## config.mk

```make
export PLATFORM = sky130hd
export DESIGN_NAME = ansi_text_console
export DESIGN_NICKNAME = d
export VERILOG_FILES = /design/src/atc_pkg.sv /design/src/atc_ctrl.sv /design/src/atc_dp.sv /design/src/ansi_text_console.sv
export SDC_FILE = /design/constraint.sdc
export NUM_CORES = 2
export LEC_CHECK = 0
export ABC_CLOCK_PERIOD_IN_PS = 6100
export BUFFER_PORTS_ARGS = -buffer_cell sky130_fd_sc_hd__buf_2
export CORE_MARGIN = 8
export CORE_UTILIZATION = 40
export CTS_CLUSTER_SIZE = 10
export DETAILED_ROUTE_END_ITERATION = 6
export HOLD_SLACK_MARGIN = 0.02
export PLACE_DENSITY_LB_ADDON = 0.08
export SLEW_MARGIN = 30
export SYNTH_ARGS = -nofsm -noshare
export SYNTH_HDL_FRONTEND = slang
export SYNTH_SLANG_ARGS = --single-unit
```

## constraint.sdc

```tcl
create_clock -name clock -period 6.1 [get_ports clock]
set_input_delay 1.22 -clock clock [delete_from_list [all_inputs] [get_ports clock]]
set_output_delay 1.22 -clock clock [all_outputs]
set_load 0.005 [all_outputs]
```

## src/atc_pkg.sv

```systemverilog
// ----------------------------------------------------------------------------
// atc_pkg
// Shared types, codes and constants of the ANSI text console.
// ----------------------------------------------------------------------------
package atc_pkg;

   localparam logic [2:0] FUNC_PUT = 3'd0;
   localparam logic [2:0] FUNC_X   = 3'd1;
   localparam logic [2:0] FUNC_Y   = 3'd2;
   localparam logic [2:0] FUNC_FG  = 3'd3;
   localparam logic [2:0] FUNC_BG  = 3'd4;

   localparam logic [7:0] CH_ESC  = 8'h1B;
   localparam logic [7:0] CH_LBR  = 8'h5B;
   localparam logic [7:0] CH_SGR  = 8'h6D;
   localparam logic [7:0] CH_NL   = 8'h0A;
   localparam logic [7:0] CH_CR   = 8'h0D;
   localparam logic [7:0] CH_TAB  = 8'h09;
   localparam logic [7:0] CH_SEMI = 8'h3B;

   localparam logic [1:0] PH_NORMAL = 2'd0;
   localparam logic [1:0] PH_ESC    = 2'd1;
   localparam logic [1:0] PH_SEQ    = 2'd2;

   localparam logic [2:0] REG_FONT_W = 3'd0;
   localparam logic [2:0] REG_FONT_H = 3'd1;
   localparam logic [2:0] REG_SCR_W  = 3'd2;
   localparam logic [2:0] REG_SCR_H  = 3'd3;
   localparam logic [2:0] REG_DEF_FG = 3'd4;
   localparam logic [2:0] REG_DEF_BG = 3'd5;

   localparam logic [6:0]  RST_FONT_W = 7'd8;
   localparam logic [6:0]  RST_FONT_H = 7'd16;
   localparam logic [15:0] RST_SCR_W  = 16'd1024;
   localparam logic [15:0] RST_SCR_H  = 16'd768;
   localparam logic [23:0] RST_DEF_FG = 24'hD0D0D0;
   localparam logic [23:0] RST_DEF_BG = 24'h0D0F12;

   typedef enum logic [1:0] {
      KIND_NONE,
      KIND_MOVE,
      KIND_TAB,
      KIND_SGR
   } kind_type;

   typedef enum logic [3:0] {
      ST_IDLE,
      ST_DECODE,
      ST_DIV,
      ST_TAB,
      ST_WRAP,
      ST_SCRL,
      ST_OUT1,
      ST_OUT2,
      ST_SGR_RD,
      ST_SGR_EX,
      ST_EXT_RD,
      ST_EXT_EX,
      ST_FIN
   } state_type;

   typedef struct packed {
      logic load;
      logic decode;
      logic div_step;
      logic tab;
      logic wrap;
      logic scroll_chk;
      logic emit_draw;
      logic emit_scroll;
      logic sgr_rd;
      logic sgr_ex;
      logic ext_rd;
      logic ext_ex;
      logic fin;
   } cmd_type;

   typedef struct packed {
      kind_type kind;
      logic     div_done;
      logic     draw;
      logic     scroll;
      logic     out_free;
      logic     sgr_end;
      logic     ext_go;
      logic     ext_skip;
      logic     ext_last;
   } status_type;

   function automatic logic [31:0] palette(input logic [3:0] idx);
      logic [31:0] c;
      unique case (idx)
         4'd0:    c = 32'h00000000;
         4'd1:    c = 32'h00AA0000;
         4'd2:    c = 32'h0000AA00;
         4'd3:    c = 32'h00AA5500;
         4'd4:    c = 32'h000000AA;
         4'd5:    c = 32'h008C78B4;
         4'd6:    c = 32'h0000AAAA;
         4'd7:    c = 32'h00D0D0D0;
         4'd8:    c = 32'h00555555;
         4'd9:    c = 32'h00FF5555;
         4'd10:   c = 32'h0055FF55;
         4'd11:   c = 32'h00FFFF55;
         4'd12:   c = 32'h005555FF;
         4'd13:   c = 32'h00FF55FF;
         4'd14:   c = 32'h0055FFFF;
         default: c = 32'h00FFFFFF;
      endcase
      return c;
   endfunction

endpackage

```

## src/atc_ctrl.sv

```systemverilog
// ----------------------------------------------------------------------------
// atc_ctrl
// Sequencer of the console: steps one transaction through decode, tab
// division, wrap, scroll, result output and the SGR parameter walk.
// ----------------------------------------------------------------------------
module atc_ctrl (
   input  logic               clock,
   input  logic               reset,
   input  logic               req_valid,
   output logic               req_ready,
   input  atc_pkg::status_type st,
   output atc_pkg::cmd_type    cmd
);
   import atc_pkg::*;

   state_type state_ff, state_in;

   always_ff @(posedge clock) begin
      if (reset) begin
         state_ff <= ST_IDLE;
      end else begin
         state_ff <= state_in;
      end
   end

   always_comb begin
      state_in = state_ff;
      unique case (state_ff)
         ST_IDLE: begin
            if (req_valid) state_in = ST_DECODE;
         end
         ST_DECODE: begin
            unique case (st.kind)
               KIND_MOVE: state_in = ST_WRAP;
               KIND_TAB:  state_in = ST_DIV;
               KIND_SGR:  state_in = ST_SGR_RD;
               default:   state_in = ST_IDLE;
            endcase
         end
         ST_DIV: begin
            if (st.div_done) state_in = ST_TAB;
         end
         ST_TAB:  state_in = ST_WRAP;
         ST_WRAP: state_in = ST_SCRL;
         ST_SCRL: state_in = ST_OUT1;
         ST_OUT1: begin
            priority if (st.draw) begin
               if (st.out_free) state_in = st.scroll ? ST_OUT2 : ST_IDLE;
            end else if (st.scroll) begin
               state_in = ST_OUT2;
            end else begin
               state_in = ST_IDLE;
            end
         end
         ST_OUT2: begin
            if (st.out_free) state_in = ST_IDLE;
         end
         ST_SGR_RD: state_in = st.sgr_end ? ST_FIN : ST_SGR_EX;
         ST_SGR_EX: state_in = st.ext_go ? ST_EXT_RD : ST_SGR_RD;
         ST_EXT_RD: state_in = st.ext_skip ? ST_SGR_RD : ST_EXT_EX;
         ST_EXT_EX: state_in = st.ext_last ? ST_SGR_RD : ST_EXT_RD;
         ST_FIN:    state_in = ST_IDLE;
         default:   state_in = ST_IDLE;
      endcase
   end

   always_comb begin
      cmd = '0;
      req_ready = 1'b0;
      unique case (state_ff)
         ST_IDLE: begin
            req_ready = 1'b1;
            cmd.load = req_valid;
         end
         ST_DECODE: cmd.decode = 1'b1;
         ST_DIV:    cmd.div_step = 1'b1;
         ST_TAB:    cmd.tab = 1'b1;
         ST_WRAP:   cmd.wrap = 1'b1;
         ST_SCRL:   cmd.scroll_chk = 1'b1;
         ST_OUT1:   cmd.emit_draw = st.draw & st.out_free;
         ST_OUT2:   cmd.emit_scroll = st.out_free;
         ST_SGR_RD: cmd.sgr_rd = 1'b1;
         ST_SGR_EX: cmd.sgr_ex = 1'b1;
         ST_EXT_RD: cmd.ext_rd = 1'b1;
         ST_EXT_EX: cmd.ext_ex = 1'b1;
         ST_FIN:    cmd.fin = 1'b1;
         default:   cmd = '0;
      endcase
   end

endmodule

```

## src/atc_dp.sv

```systemverilog
// ----------------------------------------------------------------------------
// atc_dp
// Datapath of the console: cursor, colors, escape parser with parameter
// value memory, restoring divider for tabs and the result register.
// ----------------------------------------------------------------------------
module atc_dp #(
   parameter int BUFFER_BYTES = 32,
   parameter int MAX_PARAMS   = 32
) (
   input  logic               clock,
   input  logic               reset,
   input  atc_pkg::cmd_type    cmd,
   output atc_pkg::status_type st,
   input  logic [6:0]         font_width,
   input  logic [6:0]         font_height,
   input  logic [15:0]        screen_width,
   input  logic [15:0]        screen_height,
   input  logic [23:0]        default_fg,
   input  logic [23:0]        default_bg,
   input  logic [2:0]         req_func,
   input  logic [7:0]         req_char_code,
   input  logic [31:0]        req_value,
   input  logic               req_fg_override_en,
   input  logic [30:0]        req_fg_override,
   input  logic               req_bg_override_en,
   input  logic [30:0]        req_bg_override,
   output logic               rsp_valid,
   input  logic               rsp_ready,
   output logic               rsp_command,
   output logic [7:0]         rsp_glyph,
   output logic [15:0]        rsp_pos_x,
   output logic [15:0]        rsp_pos_y,
   output logic [31:0]        rsp_fg_colour,
   output logic [31:0]        rsp_bg_colour,
   output logic               rsp_last
);
   import atc_pkg::*;

   localparam int NW = $clog2(MAX_PARAMS + 1);
   localparam int AW = $clog2(MAX_PARAMS);
   localparam int CW = $clog2(BUFFER_BYTES + 1);
   localparam int IW = NW + 3;
   localparam logic [NW-1:0] NMAX = NW'(MAX_PARAMS);
   localparam logic [CW-1:0] BMAX = CW'(BUFFER_BYTES);

   logic [1:0]    phase_ff, phase_in;
   logic [CW-1:0] pcount_ff, pcount_in;
   logic [NW-1:0] pn_ff, pn_in;
   logic [15:0]   pv_ff, pv_in;
   logic          open_ff, open_in, halt_ff, halt_in;
   logic [15:0]   x_ff, x_in, y_ff, y_in, dx_ff, dx_in, dy_ff, dy_in;
   logic [31:0]   cfg_ff, cfg_in, cbg_ff, cbg_in, wfg_ff, wfg_in, wbg_ff, wbg_in;
   logic          ovr_ff, ovr_in;
   logic [2:0]    func_ff, func_in;
   logic [7:0]    char_ff, char_in;
   logic [15:0]   val_ff, val_in;
   logic          draw_ff, draw_in, scroll_ff, scroll_in;
   logic [15:0]   q_ff, q_in;
   logic [7:0]    rem_ff, rem_in;
   logic [3:0]    dcnt_ff, dcnt_in;
   logic [IW-1:0] i_ff, i_in;
   logic [2:0]    k_ff, k_in;
   logic          extfg_ff, extfg_in, sel_ff, sel_in;
   logic [7:0]    r_ff, r_in, g_ff, g_in;
   logic          rv_ff, rv_in, rcmd_ff, rcmd_in, rlast_ff, rlast_in;
   logic [7:0]    rgl_ff, rgl_in;
   logic [15:0]   rx_ff, rx_in, ry_ff, ry_in;
   logic [31:0]   rfg_ff, rfg_in, rbg_ff, rbg_in;

   logic [15:0]   mem [MAX_PARAMS];
   logic [15:0]   rdata_ff;
   logic          rzero_ff;
   logic          we;
   logic [AW-1:0] waddr;
   logic [15:0]   wdata;
   logic [IW-1:0] raddr;

   logic [6:0]    fw, fh;
   logic [NW-1:0] neff;
   logic [15:0]   v;
   logic [19:0]   vmul;
   logic [7:0]    trial;
   logic [16:0]   tnext;
   logic [23:0]   tprod;
   logic          out_free;
   logic [31:0]   dfg32, dbg32;
   logic [IW-1:0] iplus1, ik;

   assign fw = (font_width == 7'd0) ? 7'd1 : font_width;
   assign fh = (font_height == 7'd0) ? 7'd1 : font_height;
   assign neff = halt_ff ? NMAX : pn_ff;
   assign v = rzero_ff ? 16'd0 : rdata_ff;
   assign vmul = {4'd0, pv_ff} * 20'd10 + {16'd0, char_ff[3:0]};
   assign trial = {rem_ff[6:0], q_ff[15]};
   assign tnext = ({1'b0, q_ff} + 17'd8) & ~17'd7;
   assign tprod = {7'd0, tnext} * {17'd0, fw};
   assign out_free = !rv_ff || rsp_ready;
   assign dfg32 = {8'd0, default_fg};
   assign dbg32 = {8'd0, default_bg};
   assign iplus1 = i_ff + IW'(1);
   assign ik = i_ff + IW'(k_ff);

   always_comb begin
      st = '0;
      st.kind = KIND_NONE;
      if (func_ff == FUNC_PUT) begin
         priority if (char_ff == CH_ESC) begin
            st.kind = KIND_NONE;
         end else if (phase_ff == PH_ESC) begin
            st.kind = KIND_NONE;
         end else if (phase_ff != PH_NORMAL) begin
            st.kind = (char_ff == CH_SGR) ? KIND_SGR : KIND_NONE;
         end else if (char_ff == CH_TAB) begin
            st.kind = KIND_TAB;
         end else begin
            st.kind = KIND_MOVE;
         end
      end
      st.div_done = (dcnt_ff == 4'd15);
      st.draw     = draw_ff;
      st.scroll   = scroll_ff;
      st.out_free = out_free;
      st.sgr_end  = ({{(IW-NW){1'b0}}, neff} <= i_ff);
      st.ext_go   = (v == 16'd38 || v == 16'd48) && (iplus1 < {{(IW-NW){1'b0}}, neff});
      st.ext_skip = (ik >= {{(IW-NW){1'b0}}, neff});
      st.ext_last = (k_ff == 3'd4);
   end

   always_comb begin
      phase_in = phase_ff; pcount_in = pcount_ff; pn_in = pn_ff; pv_in = pv_ff;
      open_in = open_ff; halt_in = halt_ff; x_in = x_ff; y_in = y_ff;
      dx_in = dx_ff; dy_in = dy_ff; cfg_in = cfg_ff; cbg_in = cbg_ff;
      wfg_in = wfg_ff; wbg_in = wbg_ff; ovr_in = ovr_ff; func_in = func_ff;
      char_in = char_ff; val_in = val_ff; draw_in = draw_ff; scroll_in = scroll_ff;
      q_in = q_ff; rem_in = rem_ff; dcnt_in = dcnt_ff; i_in = i_ff; k_in = k_ff;
      extfg_in = extfg_ff; sel_in = sel_ff; r_in = r_ff; g_in = g_ff;
      rv_in = rv_ff && !rsp_ready; rcmd_in = rcmd_ff; rlast_in = rlast_ff;
      rgl_in = rgl_ff; rx_in = rx_ff; ry_in = ry_ff; rfg_in = rfg_ff; rbg_in = rbg_ff;
      we = 1'b0; waddr = pn_ff[AW-1:0]; wdata = pv_ff;
      raddr = i_ff;

      if (cmd.load) begin
         func_in = req_func;
         char_in = req_char_code;
         val_in  = req_value[15:0];
         ovr_in  = req_fg_override_en | req_bg_override_en;
         wfg_in  = req_fg_override_en ? {1'b0, req_fg_override} : cfg_ff;
         wbg_in  = req_bg_override_en ? {1'b0, req_bg_override} : cbg_ff;
         if (req_func == FUNC_FG) cfg_in = req_value;
         if (req_func == FUNC_BG) cbg_in = req_value;
         draw_in = 1'b0;
      end

      if (cmd.decode) begin
         if (func_ff == FUNC_X) x_in = val_ff;
         if (func_ff == FUNC_Y) y_in = val_ff;
         if (func_ff == FUNC_PUT) begin
            priority if (char_ff == CH_ESC) begin
               phase_in = PH_ESC;
            end else if (phase_ff == PH_ESC) begin
               if (char_ff == CH_LBR) begin
                  phase_in = PH_SEQ; pcount_in = '0; pn_in = '0;
                  open_in = 1'b0; halt_in = 1'b0;
               end else begin
                  phase_in = PH_NORMAL;
               end
            end else if (phase_ff != PH_NORMAL) begin
               if (char_ff >= 8'h30 && char_ff <= 8'h3F) begin
                  if (pcount_ff < BMAX) begin
                     pcount_in = pcount_ff + CW'(1);
                     if (!halt_ff) begin
                        if (open_ff) begin
                           if (char_ff <= 8'h39) begin
                              pv_in = (vmul > 20'd65535) ? 16'hFFFF : vmul[15:0];
                           end else begin
                              we = 1'b1; pn_in = pn_ff + NW'(1); open_in = 1'b0;
                              if (char_ff != CH_SEMI) halt_in = 1'b1;
                           end
                        end else if (pn_ff < NMAX) begin
                           if (char_ff <= 8'h39) begin
                              open_in = 1'b1; pv_in = {12'd0, char_ff[3:0]};
                           end else if (char_ff == CH_SEMI) begin
                              we = 1'b1; wdata = 16'd0; pn_in = pn_ff + NW'(1);
                           end else begin
                              halt_in = 1'b1;
                           end
                        end
                     end
                  end
               end else if (char_ff >= 8'h40 && char_ff <= 8'h7E) begin
                  phase_in = PH_NORMAL; pcount_in = '0;
                  if (char_ff == CH_SGR) begin
                     i_in = '0;
                     if (open_ff) begin
                        we = 1'b1; pn_in = pn_ff + NW'(1); open_in = 1'b0;
                     end
                  end
               end
            end else if (char_ff == CH_NL) begin
               x_in = 16'd0; y_in = y_ff + {9'd0, fh};
            end else if (char_ff == CH_CR) begin
               x_in = 16'd0;
            end else if (char_ff == CH_TAB) begin
               q_in = x_ff; rem_in = 8'd0; dcnt_in = 4'd0;
            end else begin
               draw_in = 1'b1; dx_in = x_ff; dy_in = y_ff;
               x_in = x_ff + {9'd0, fw};
            end
         end
      end

      if (cmd.div_step) begin
         dcnt_in = dcnt_ff + 4'd1;
         if (trial >= {1'b0, fw}) begin
            rem_in = trial - {1'b0, fw}; q_in = {q_ff[14:0], 1'b1};
         end else begin
            rem_in = trial; q_in = {q_ff[14:0], 1'b0};
         end
      end

      if (cmd.tab) x_in = tprod[15:0];

      if (cmd.wrap) begin
         if ({1'b0, x_ff} + {10'd0, fw} > {1'b0, screen_width}) begin
            x_in = 16'd0; y_in = y_ff + {9'd0, fh};
         end
      end

      if (cmd.scroll_chk) begin
         scroll_in = ({1'b0, y_ff} + {10'd0, fh} > {1'b0, screen_height});
         if (scroll_in) y_in = y_ff - {9'd0, fh};
      end

      if (cmd.emit_draw) begin
         rv_in = 1'b1; rcmd_in = 1'b0; rgl_in = char_ff; rx_in = dx_ff; ry_in = dy_ff;
         rfg_in = wfg_ff; rbg_in = wbg_ff; rlast_in = !scroll_ff;
      end
      if (cmd.emit_scroll) begin
         rv_in = 1'b1; rcmd_in = 1'b1; rgl_in = 8'd0; rx_in = 16'd0; ry_in = 16'd0;
         rfg_in = 32'd0; rbg_in = wbg_ff; rlast_in = 1'b1;
      end

      if (cmd.sgr_rd && neff == '0) begin
         wfg_in = dfg32; wbg_in = dbg32;
      end

      if (cmd.sgr_ex) begin
         if (st.ext_go) begin
            k_in = 3'd1; extfg_in = (v == 16'd38);
         end else begin
            i_in = iplus1;
            priority if (v == 16'd0) begin
               wfg_in = dfg32; wbg_in = dbg32;
            end else if (v >= 16'd30 && v <= 16'd37) begin
               wfg_in = palette({1'b0, v[2:0] - 3'd6});
            end else if (v == 16'd39) begin
               wfg_in = dfg32;
            end else if (v >= 16'd40 && v <= 16'd47) begin
               wbg_in = palette({1'b0, v[2:0]});
            end else if (v == 16'd49) begin
               wbg_in = dbg32;
            end else if (v >= 16'd90 && v <= 16'd97) begin
               wfg_in = palette({1'b1, v[2:0] - 3'd2});
            end else if (v >= 16'd100 && v <= 16'd107) begin
               wbg_in = palette({1'b1, v[2:0] - 3'd4});
            end else begin
               wfg_in = wfg_ff;
            end
         end
      end

      if (cmd.ext_rd) begin
         raddr = ik;
         if (st.ext_skip) i_in = i_ff + IW'(5);
      end

      if (cmd.ext_ex) begin
         k_in = k_ff + 3'd1;
         unique case (k_ff)
            3'd1:    sel_in = (v[7:0] == 8'd2);
            3'd2:    r_in = v[7:0];
            3'd3:    g_in = v[7:0];
            default: begin
               i_in = i_ff + IW'(5);
               if (sel_ff) begin
                  if (extfg_ff) wfg_in = {8'd0, r_ff, g_ff, v[7:0]};
                  else          wbg_in = {8'd0, r_ff, g_ff, v[7:0]};
               end
            end
         endcase
      end

      if (cmd.fin && !ovr_ff) begin
         cfg_in = wfg_ff; cbg_in = wbg_ff;
      end
   end

   always_ff @(posedge clock) begin
      if (we) mem[waddr] <= wdata;
      rdata_ff <= mem[raddr[AW-1:0]];
      rzero_ff <= (raddr >= {{(IW-NW){1'b0}}, pn_ff});
   end

   always_ff @(posedge clock) begin
      if (reset) begin
         phase_ff <= PH_NORMAL; pcount_ff <= '0; pn_ff <= '0; open_ff <= 1'b0;
         halt_ff <= 1'b0; x_ff <= 16'd0; y_ff <= 16'd0;
         cfg_ff <= {8'd0, RST_DEF_FG}; cbg_ff <= {8'd0, RST_DEF_BG};
         rv_ff <= 1'b0; draw_ff <= 1'b0; scroll_ff <= 1'b0;
         func_ff <= FUNC_PUT; char_ff <= 8'd0; dcnt_ff <= 4'd0;
         i_ff <= '0; k_ff <= 3'd0;
      end else begin
         phase_ff <= phase_in; pcount_ff <= pcount_in; pn_ff <= pn_in; open_ff <= open_in;
         halt_ff <= halt_in; x_ff <= x_in; y_ff <= y_in;
         cfg_ff <= cfg_in; cbg_ff <= cbg_in;
         rv_ff <= rv_in; draw_ff <= draw_in; scroll_ff <= scroll_in;
         func_ff <= func_in; char_ff <= char_in; dcnt_ff <= dcnt_in;
         i_ff <= i_in; k_ff <= k_in;
      end
      pv_ff <= pv_in; dx_ff <= dx_in; dy_ff <= dy_in; wfg_ff <= wfg_in; wbg_ff <= wbg_in;
      ovr_ff <= ovr_in; val_ff <= val_in; q_ff <= q_in; rem_ff <= rem_in;
      extfg_ff <= extfg_in; sel_ff <= sel_in; r_ff <= r_in; g_ff <= g_in;
      rcmd_ff <= rcmd_in; rlast_ff <= rlast_in; rgl_ff <= rgl_in; rx_ff <= rx_in;
      ry_ff <= ry_in; rfg_ff <= rfg_in; rbg_ff <= rbg_in;
   end

   assign rsp_valid     = rv_ff;
   assign rsp_command   = rcmd_ff;
   assign rsp_glyph     = rgl_ff;
   assign rsp_pos_x     = rx_ff;
   assign rsp_pos_y     = ry_ff;
   assign rsp_fg_colour = rfg_ff;
   assign rsp_bg_colour = rbg_ff;
   assign rsp_last      = rlast_ff;

endmodule

```

## src/ansi_text_console.sv

```systemverilog
// ----------------------------------------------------------------------------
// ansi_text_console
// Text console with ANSI escape parsing and SGR colors, driving draw and
// scroll commands from a byte stream.
// ----------------------------------------------------------------------------
// Tabs run a 16-step divider; an SGR final byte walks its parameter codes in
//   turn, reading extended color codes element by element.
// One transaction at a time: req_ready is high only while idle, and output
//   waits while the result register is full; that register holds a result
//   while the next transaction is taken.
// Reset: synchronous; cursor home, normal state, registers to defaults.
module ansi_text_console #(
   parameter int BUFFER_BYTES = 32,
   parameter int MAX_PARAMS   = 32
) (
   input  logic        clock,
   input  logic        reset,
   input  logic        req_valid,
   output logic        req_ready,
   input  logic [2:0]  req_func,
   input  logic [7:0]  req_char_code,
   input  logic [31:0] req_value,
   input  logic        req_fg_override_en,
   input  logic [30:0] req_fg_override,
   input  logic        req_bg_override_en,
   input  logic [30:0] req_bg_override,
   output logic        rsp_valid,
   input  logic        rsp_ready,
   output logic        rsp_command,
   output logic [7:0]  rsp_glyph,
   output logic [15:0] rsp_pos_x,
   output logic [15:0] rsp_pos_y,
   output logic [31:0] rsp_fg_colour,
   output logic [31:0] rsp_bg_colour,
   output logic        rsp_last,
   input  logic        csr_psel,
   input  logic        csr_penable,
   input  logic        csr_pwrite,
   input  logic [4:0]  csr_paddr,
   input  logic [31:0] csr_pwdata,
   output logic [31:0] csr_prdata,
   output logic        csr_pready
);
   import atc_pkg::*;

   cmd_type    cmd;
   status_type st;

   logic [6:0]  fw_ff, fh_ff;
   logic [15:0] sw_ff, sh_ff;
   logic [23:0] dfg_ff, dbg_ff;
   logic        wr;
   logic [2:0]  idx;

   assign csr_pready = 1'b1;
   assign wr  = csr_psel & csr_penable & csr_pwrite;
   assign idx = csr_paddr[4:2];

   always_ff @(posedge clock) begin
      if (reset) begin
         fw_ff <= RST_FONT_W; fh_ff <= RST_FONT_H; sw_ff <= RST_SCR_W;
         sh_ff <= RST_SCR_H; dfg_ff <= RST_DEF_FG; dbg_ff <= RST_DEF_BG;
      end else if (wr) begin
         unique case (idx)
            REG_FONT_W: fw_ff <= csr_pwdata[6:0];
            REG_FONT_H: fh_ff <= csr_pwdata[6:0];
            REG_SCR_W:  sw_ff <= csr_pwdata[15:0];
            REG_SCR_H:  sh_ff <= csr_pwdata[15:0];
            REG_DEF_FG: dfg_ff <= csr_pwdata[23:0];
            REG_DEF_BG: dbg_ff <= csr_pwdata[23:0];
            default:    fw_ff <= fw_ff;
         endcase
      end
   end

   always_comb begin
      unique case (idx)
         REG_FONT_W: csr_prdata = {25'd0, fw_ff};
         REG_FONT_H: csr_prdata = {25'd0, fh_ff};
         REG_SCR_W:  csr_prdata = {16'd0, sw_ff};
         REG_SCR_H:  csr_prdata = {16'd0, sh_ff};
         REG_DEF_FG: csr_prdata = {8'd0, dfg_ff};
         REG_DEF_BG: csr_prdata = {8'd0, dbg_ff};
         default:    csr_prdata = 32'd0;
      endcase
   end

   atc_ctrl u_ctrl (
      .clock     (clock),
      .reset     (reset),
      .req_valid (req_valid),
      .req_ready (req_ready),
      .st        (st),
      .cmd       (cmd)
   );

   atc_dp #(
      .BUFFER_BYTES (BUFFER_BYTES),
      .MAX_PARAMS   (MAX_PARAMS)
   ) u_dp (
      .clock              (clock),
      .reset              (reset),
      .cmd                (cmd),
      .st                 (st),
      .font_width         (fw_ff),
      .font_height        (fh_ff),
      .screen_width       (sw_ff),
      .screen_height      (sh_ff),
      .default_fg         (dfg_ff),
      .default_bg         (dbg_ff),
      .req_func           (req_func),
      .req_char_code      (req_char_code),
      .req_value          (req_value),
      .req_fg_override_en (req_fg_override_en),
      .req_fg_override    (req_fg_override),
      .req_bg_override_en (req_bg_override_en),
      .req_bg_override    (req_bg_override),
      .rsp_valid          (rsp_valid),
      .rsp_ready          (rsp_ready),
      .rsp_command        (rsp_command),
      .rsp_glyph          (rsp_glyph),
      .rsp_pos_x          (rsp_pos_x),
      .rsp_pos_y          (rsp_pos_y),
      .rsp_fg_colour      (rsp_fg_colour),
      .rsp_bg_colour      (rsp_bg_colour),
      .rsp_last           (rsp_last)
   );

endmodule

```

==> flow_metrics.env <==
export IMPL_wirelength_microns=181900
export IMPL_critPathMaxFanout=11
export IMPL_port_buffers=272
export IMPL_seqCellArea_sq_mm=0.02743
export IMPL_path_cells="ha_1 -> nand3_1 -> nor2_1 -> nand3_1 -> xnor2_1 -> and2_1 -> fa_1 -> inv_1 -> fa_1 -> fa_1 -> inv_1 -> fa_1 -> xor2_1 -> xnor2_1 -> xnor2_1 -> xnor2_1 -> xnor2_1 -> xnor3_1 -> xnor2_1 -> a221oi_1"
export IMPL_ctsResizeCount=0
export IMPL_yosysMostFrequentCell="nand2_1"
export IMPL_hold_path_cell_count=2
export IMPL_ys_ff_latch=1045
export IMPL_netSwitchingPower_uw=5200
export IMPL_drc=0
export IMPL_yosys_warnings=0
export IMPL_hpwl_microns=125000
export IMPL_seqPwrFrac=0.472
export IMPL_multi_input_area_sq_mm=0.02268
export IMPL_leakage_uw=0.02234
export IMPL_grt_ovfl_total=0
export IMPL_initial_core_util=0.4019
export IMPL_criticalPathCategory="reg2reg"
export IMPL_vias_per_cell=5.643
export IMPL_fin_crit_sh=0.9208
export IMPL_synth_edf_count=650
export IMPL_finClkSkew_ps=47.75
export IMPL_status="completed"
export IMPL_drive_gt1_frac=0.1157
export IMPL_async_flop_share=0
export IMPL_cts_root_buf="clkbuf_16"
export IMPL_first_pass_iters=6
export IMPL_r2r_cells=20
export IMPL_die_area_sq_mm=0.1416
export IMPL_final_net_count=5909
export IMPL_postSynthCellCount=5380
export IMPL_cp_data_arrival_time_ps=6270
export IMPL_crit_slowest_cell="edfxtp_1"
export IMPL_dp_cells=7172
export IMPL_synth_cell_types=105
export IMPL_fin_crit_ps=5617
export IMPL_clkSinkCount=1045
export IMPL_synth_area_leaders="edfxtp_1 (38%), dfxtp_1 (15%), nand2_1 (8.6%)"
export IMPL_hold_buffers=0
export IMPL_combPwrFrac=0.146
export IMPL_hold_class="reg2reg"
export IMPL_end_kind="flip-flop"
export IMPL_internal_power_uw=12830
export IMPL_antenna_found_initial=4
export IMPL_hold_violations=0
export IMPL_ios=292
export IMPL_ys_seq_area_frac=0.5283
export IMPL_yosys_most_used_dff="edfxtp_1"
export IMPL_numCtsBuffers=121
export IMPL_cp_common_cell="xnor2_1"
export IMPL_vias=41716
export IMPL_worst_slew_pin_slew_ps=1038
export IMPL_drt_initial_drc_count=3807
export IMPL_synth_top_area_cell="edfxtp_1"
export IMPL_fmax_mhz=178.0
export IMPL_syn_area_per_cell_sq_um=9.649
export IMPL_synth_common_cells="nand2_1 (1186), edfxtp_1 (650), dfxtp_1 (395), nor2_1 (387), a21oi_1 (385)"
export IMPL_grt_pass1_wl_microns=267300
export IMPL_final_max_slew_viol_count=0
export IMPL_nFillCells=12444
export IMPL_clkTransAtPathRegs_ps=60
export IMPL_vdd_drop_max_mv=0.2541
export IMPL_holdWs_ps=449.4
export IMPL_worst_slack_ps=483.3
export IMPL_track_usage=0.2469
export IMPL_cts_setup_buffers=0
export IMPL_netlist_area_sq_mm=0.05191
export IMPL_critical_path_required_ps=6750
export IMPL_yosys_area_top_type_share=0.3760
export IMPL_p_sw_frac=0.2885
export IMPL_fp_dieW_microns=376.2
export IMPL_tritoncts="built"
export IMPL_relSlewSlack=0.2969
export IMPL_fp_row_count=132
export IMPL_start_kind="flip-flop"
export IMPL_area_growth_pct=13.84
export IMPL_setup_tns_final_ps=0
export IMPL_critical_path_top_delay_family="adder cells"
export IMPL_gp_congestion=0.9493
export IMPL_fin_area_sq_mm=0.05910
export IMPL_pwr_share_clk=0.382
export IMPL_post_place_ws_ps=490.6
export IMPL_crit_cells=20
export IMPL_final_cells=7392
export IMPL_cap_violations=0
export IMPL_htree_levels=3
export IMPL_power_density_mw_per_mm2=305.1
export IMPL_grt_max_degree=143
export IMPL_placed_cell_area_sq_mm=0.05537
export IMPL_grt_pass1_vias=39481
export IMPL_r2r_setup_slack_ps=480
export IMPL_drtAntennaViolNets=0
export IMPL_clk_latency_ps=760
export IMPL_core_area_sq_mm=0.1292
export IMPL_finalSetupViolCount=0
export IMPL_clock_path_buffers=3
export IMPL_crit_buf_inv=2
export IMPL_wl_per_cell_microns=24.61
export IMPL_rsz0062_at_grt="false"
export IMPL_critPathMaxStageDelay_ps=610
export IMPL_die_y_microns=376.2
## cells by family (layout without fill, tap and decap cells)
| logic type | Yosys count | count (layout) | share of synthesized area |
|---|---|---|---|
| simple gates | 2221 | 2221 | 0.1869 |
| compound gates | 1143 | 1143 | 0.1438 |
| flops | 1045 | 1045 | 0.5283 |
| buf+inv | 521 | 779 | 0.03994 |
| fa+ha+maj | 208 | 208 | 0.05635 |
| mux | 126 | 126 | 0.02499 |
| xor+xnor | 114 | 114 | 0.01950 |
| other cells | 2 | 14 | 0.0001447 |
## per-layer routing
| layer | share of wire | vias up | global-route usage |
|---|---|---|---|
| li1 | - | 19575 | - |
| met4 | 0.039 | 0 | 0.09351 |
| met2 | 0.46 | 1515 | 0.3922 |
| met3 | 0.065 | 306 | 0.03722 |
| met1 | 0.44 | 20320 | 0.3408 |
| met5 | 0 | - | 0 |
## power groups by stage
stage                     Combinational (uW)  Sequential (uW)  Clock [uW]
final                                   2630             8510        6880
after detailed placement                2590             8650           0
after floorplan                         1770             8330           0
after global routing                    2890             8540        7300
after global placement                  2580             8640           0
after CTS                               2600             8500        7040
## placed cells by master (no fill, tap or decap), types with 41 or more instances in the layout
cell type and instances:
nand3_1 237, a211oi_1 77, and3_1 85, a311oi_1 122, nor3_1 62, clkbuf_16 123, nand2b_1 41, xor2_1 41
a31oi_1 64, a21o_1 48, xnor2_1 70, edfxtp_1 650, dfxtp_1 395, buf_2 271, fa_1 44, inv_1 151
nand2_1 1184, a21oi_1 383, a22oi_1 46, mux2i_1 115, o21ai_0 159, clkbuf_1 68, buf_4 122, ha_1 161
nor2_1 384
## state kept, by name, summed over array words and instances (netlist names), 32 cells and up
| name | count |
|---|---|
| u_dp.wbg_ff | 32 |
| u_dp.cbg_ff | 32 |
| u_dp.cfg_ff | 32 |
| u_dp.wfg_ff | 32 |
| u_dp.mem | 512 |
| u_dp.rsp_fg_colour | 32 |
| u_dp.rsp_bg_colour | 32 |
## final cells by class
class                      instances  area share
sequential                      1045      0.4641
inverter                         160     0.01037
clock inverter                    15    0.004128
multi-input combinational       3821      0.3838
timing repair buffer             404     0.04203
antenna                            5   0.0002117
tap                             1742     0.03688
clock buffer                     200     0.05850
## final timing paths
path	endpoint	start
worst max-delay path	u_dp.x_ff[15]	u_dp.q_ff[3]
worst min-delay path	u_dp.rsp_pos_y[6]	u_dp.rsp_pos_y[6]
worst max register to register	u_dp.x_ff[15]	u_dp.q_ff[3]
worst min register to register	u_dp.rsp_pos_y[6]	u_dp.rsp_pos_y[6]
## stage by stage
step,utilization,power (uW)
2_1_floorplan,-,10100
3_3_place_gp,0.4282,11220
3_5_place_dp,0.4287,11240
4_1_cts,0.4573,18140
5_1_grt,0.4575,18730
6_report,0.4576,18030
## tightest hold or removal path: cells and delay by family (launching register included)
| kind | cells | cell delay [ps] |
|---|---|---|
| DFF | 1 | 300 |
| and+or+nand+nor | 1 | 50 |
| AOI/OAI and AO/OA | 1 | 50 |
Power figures use the tool's default switching activity.
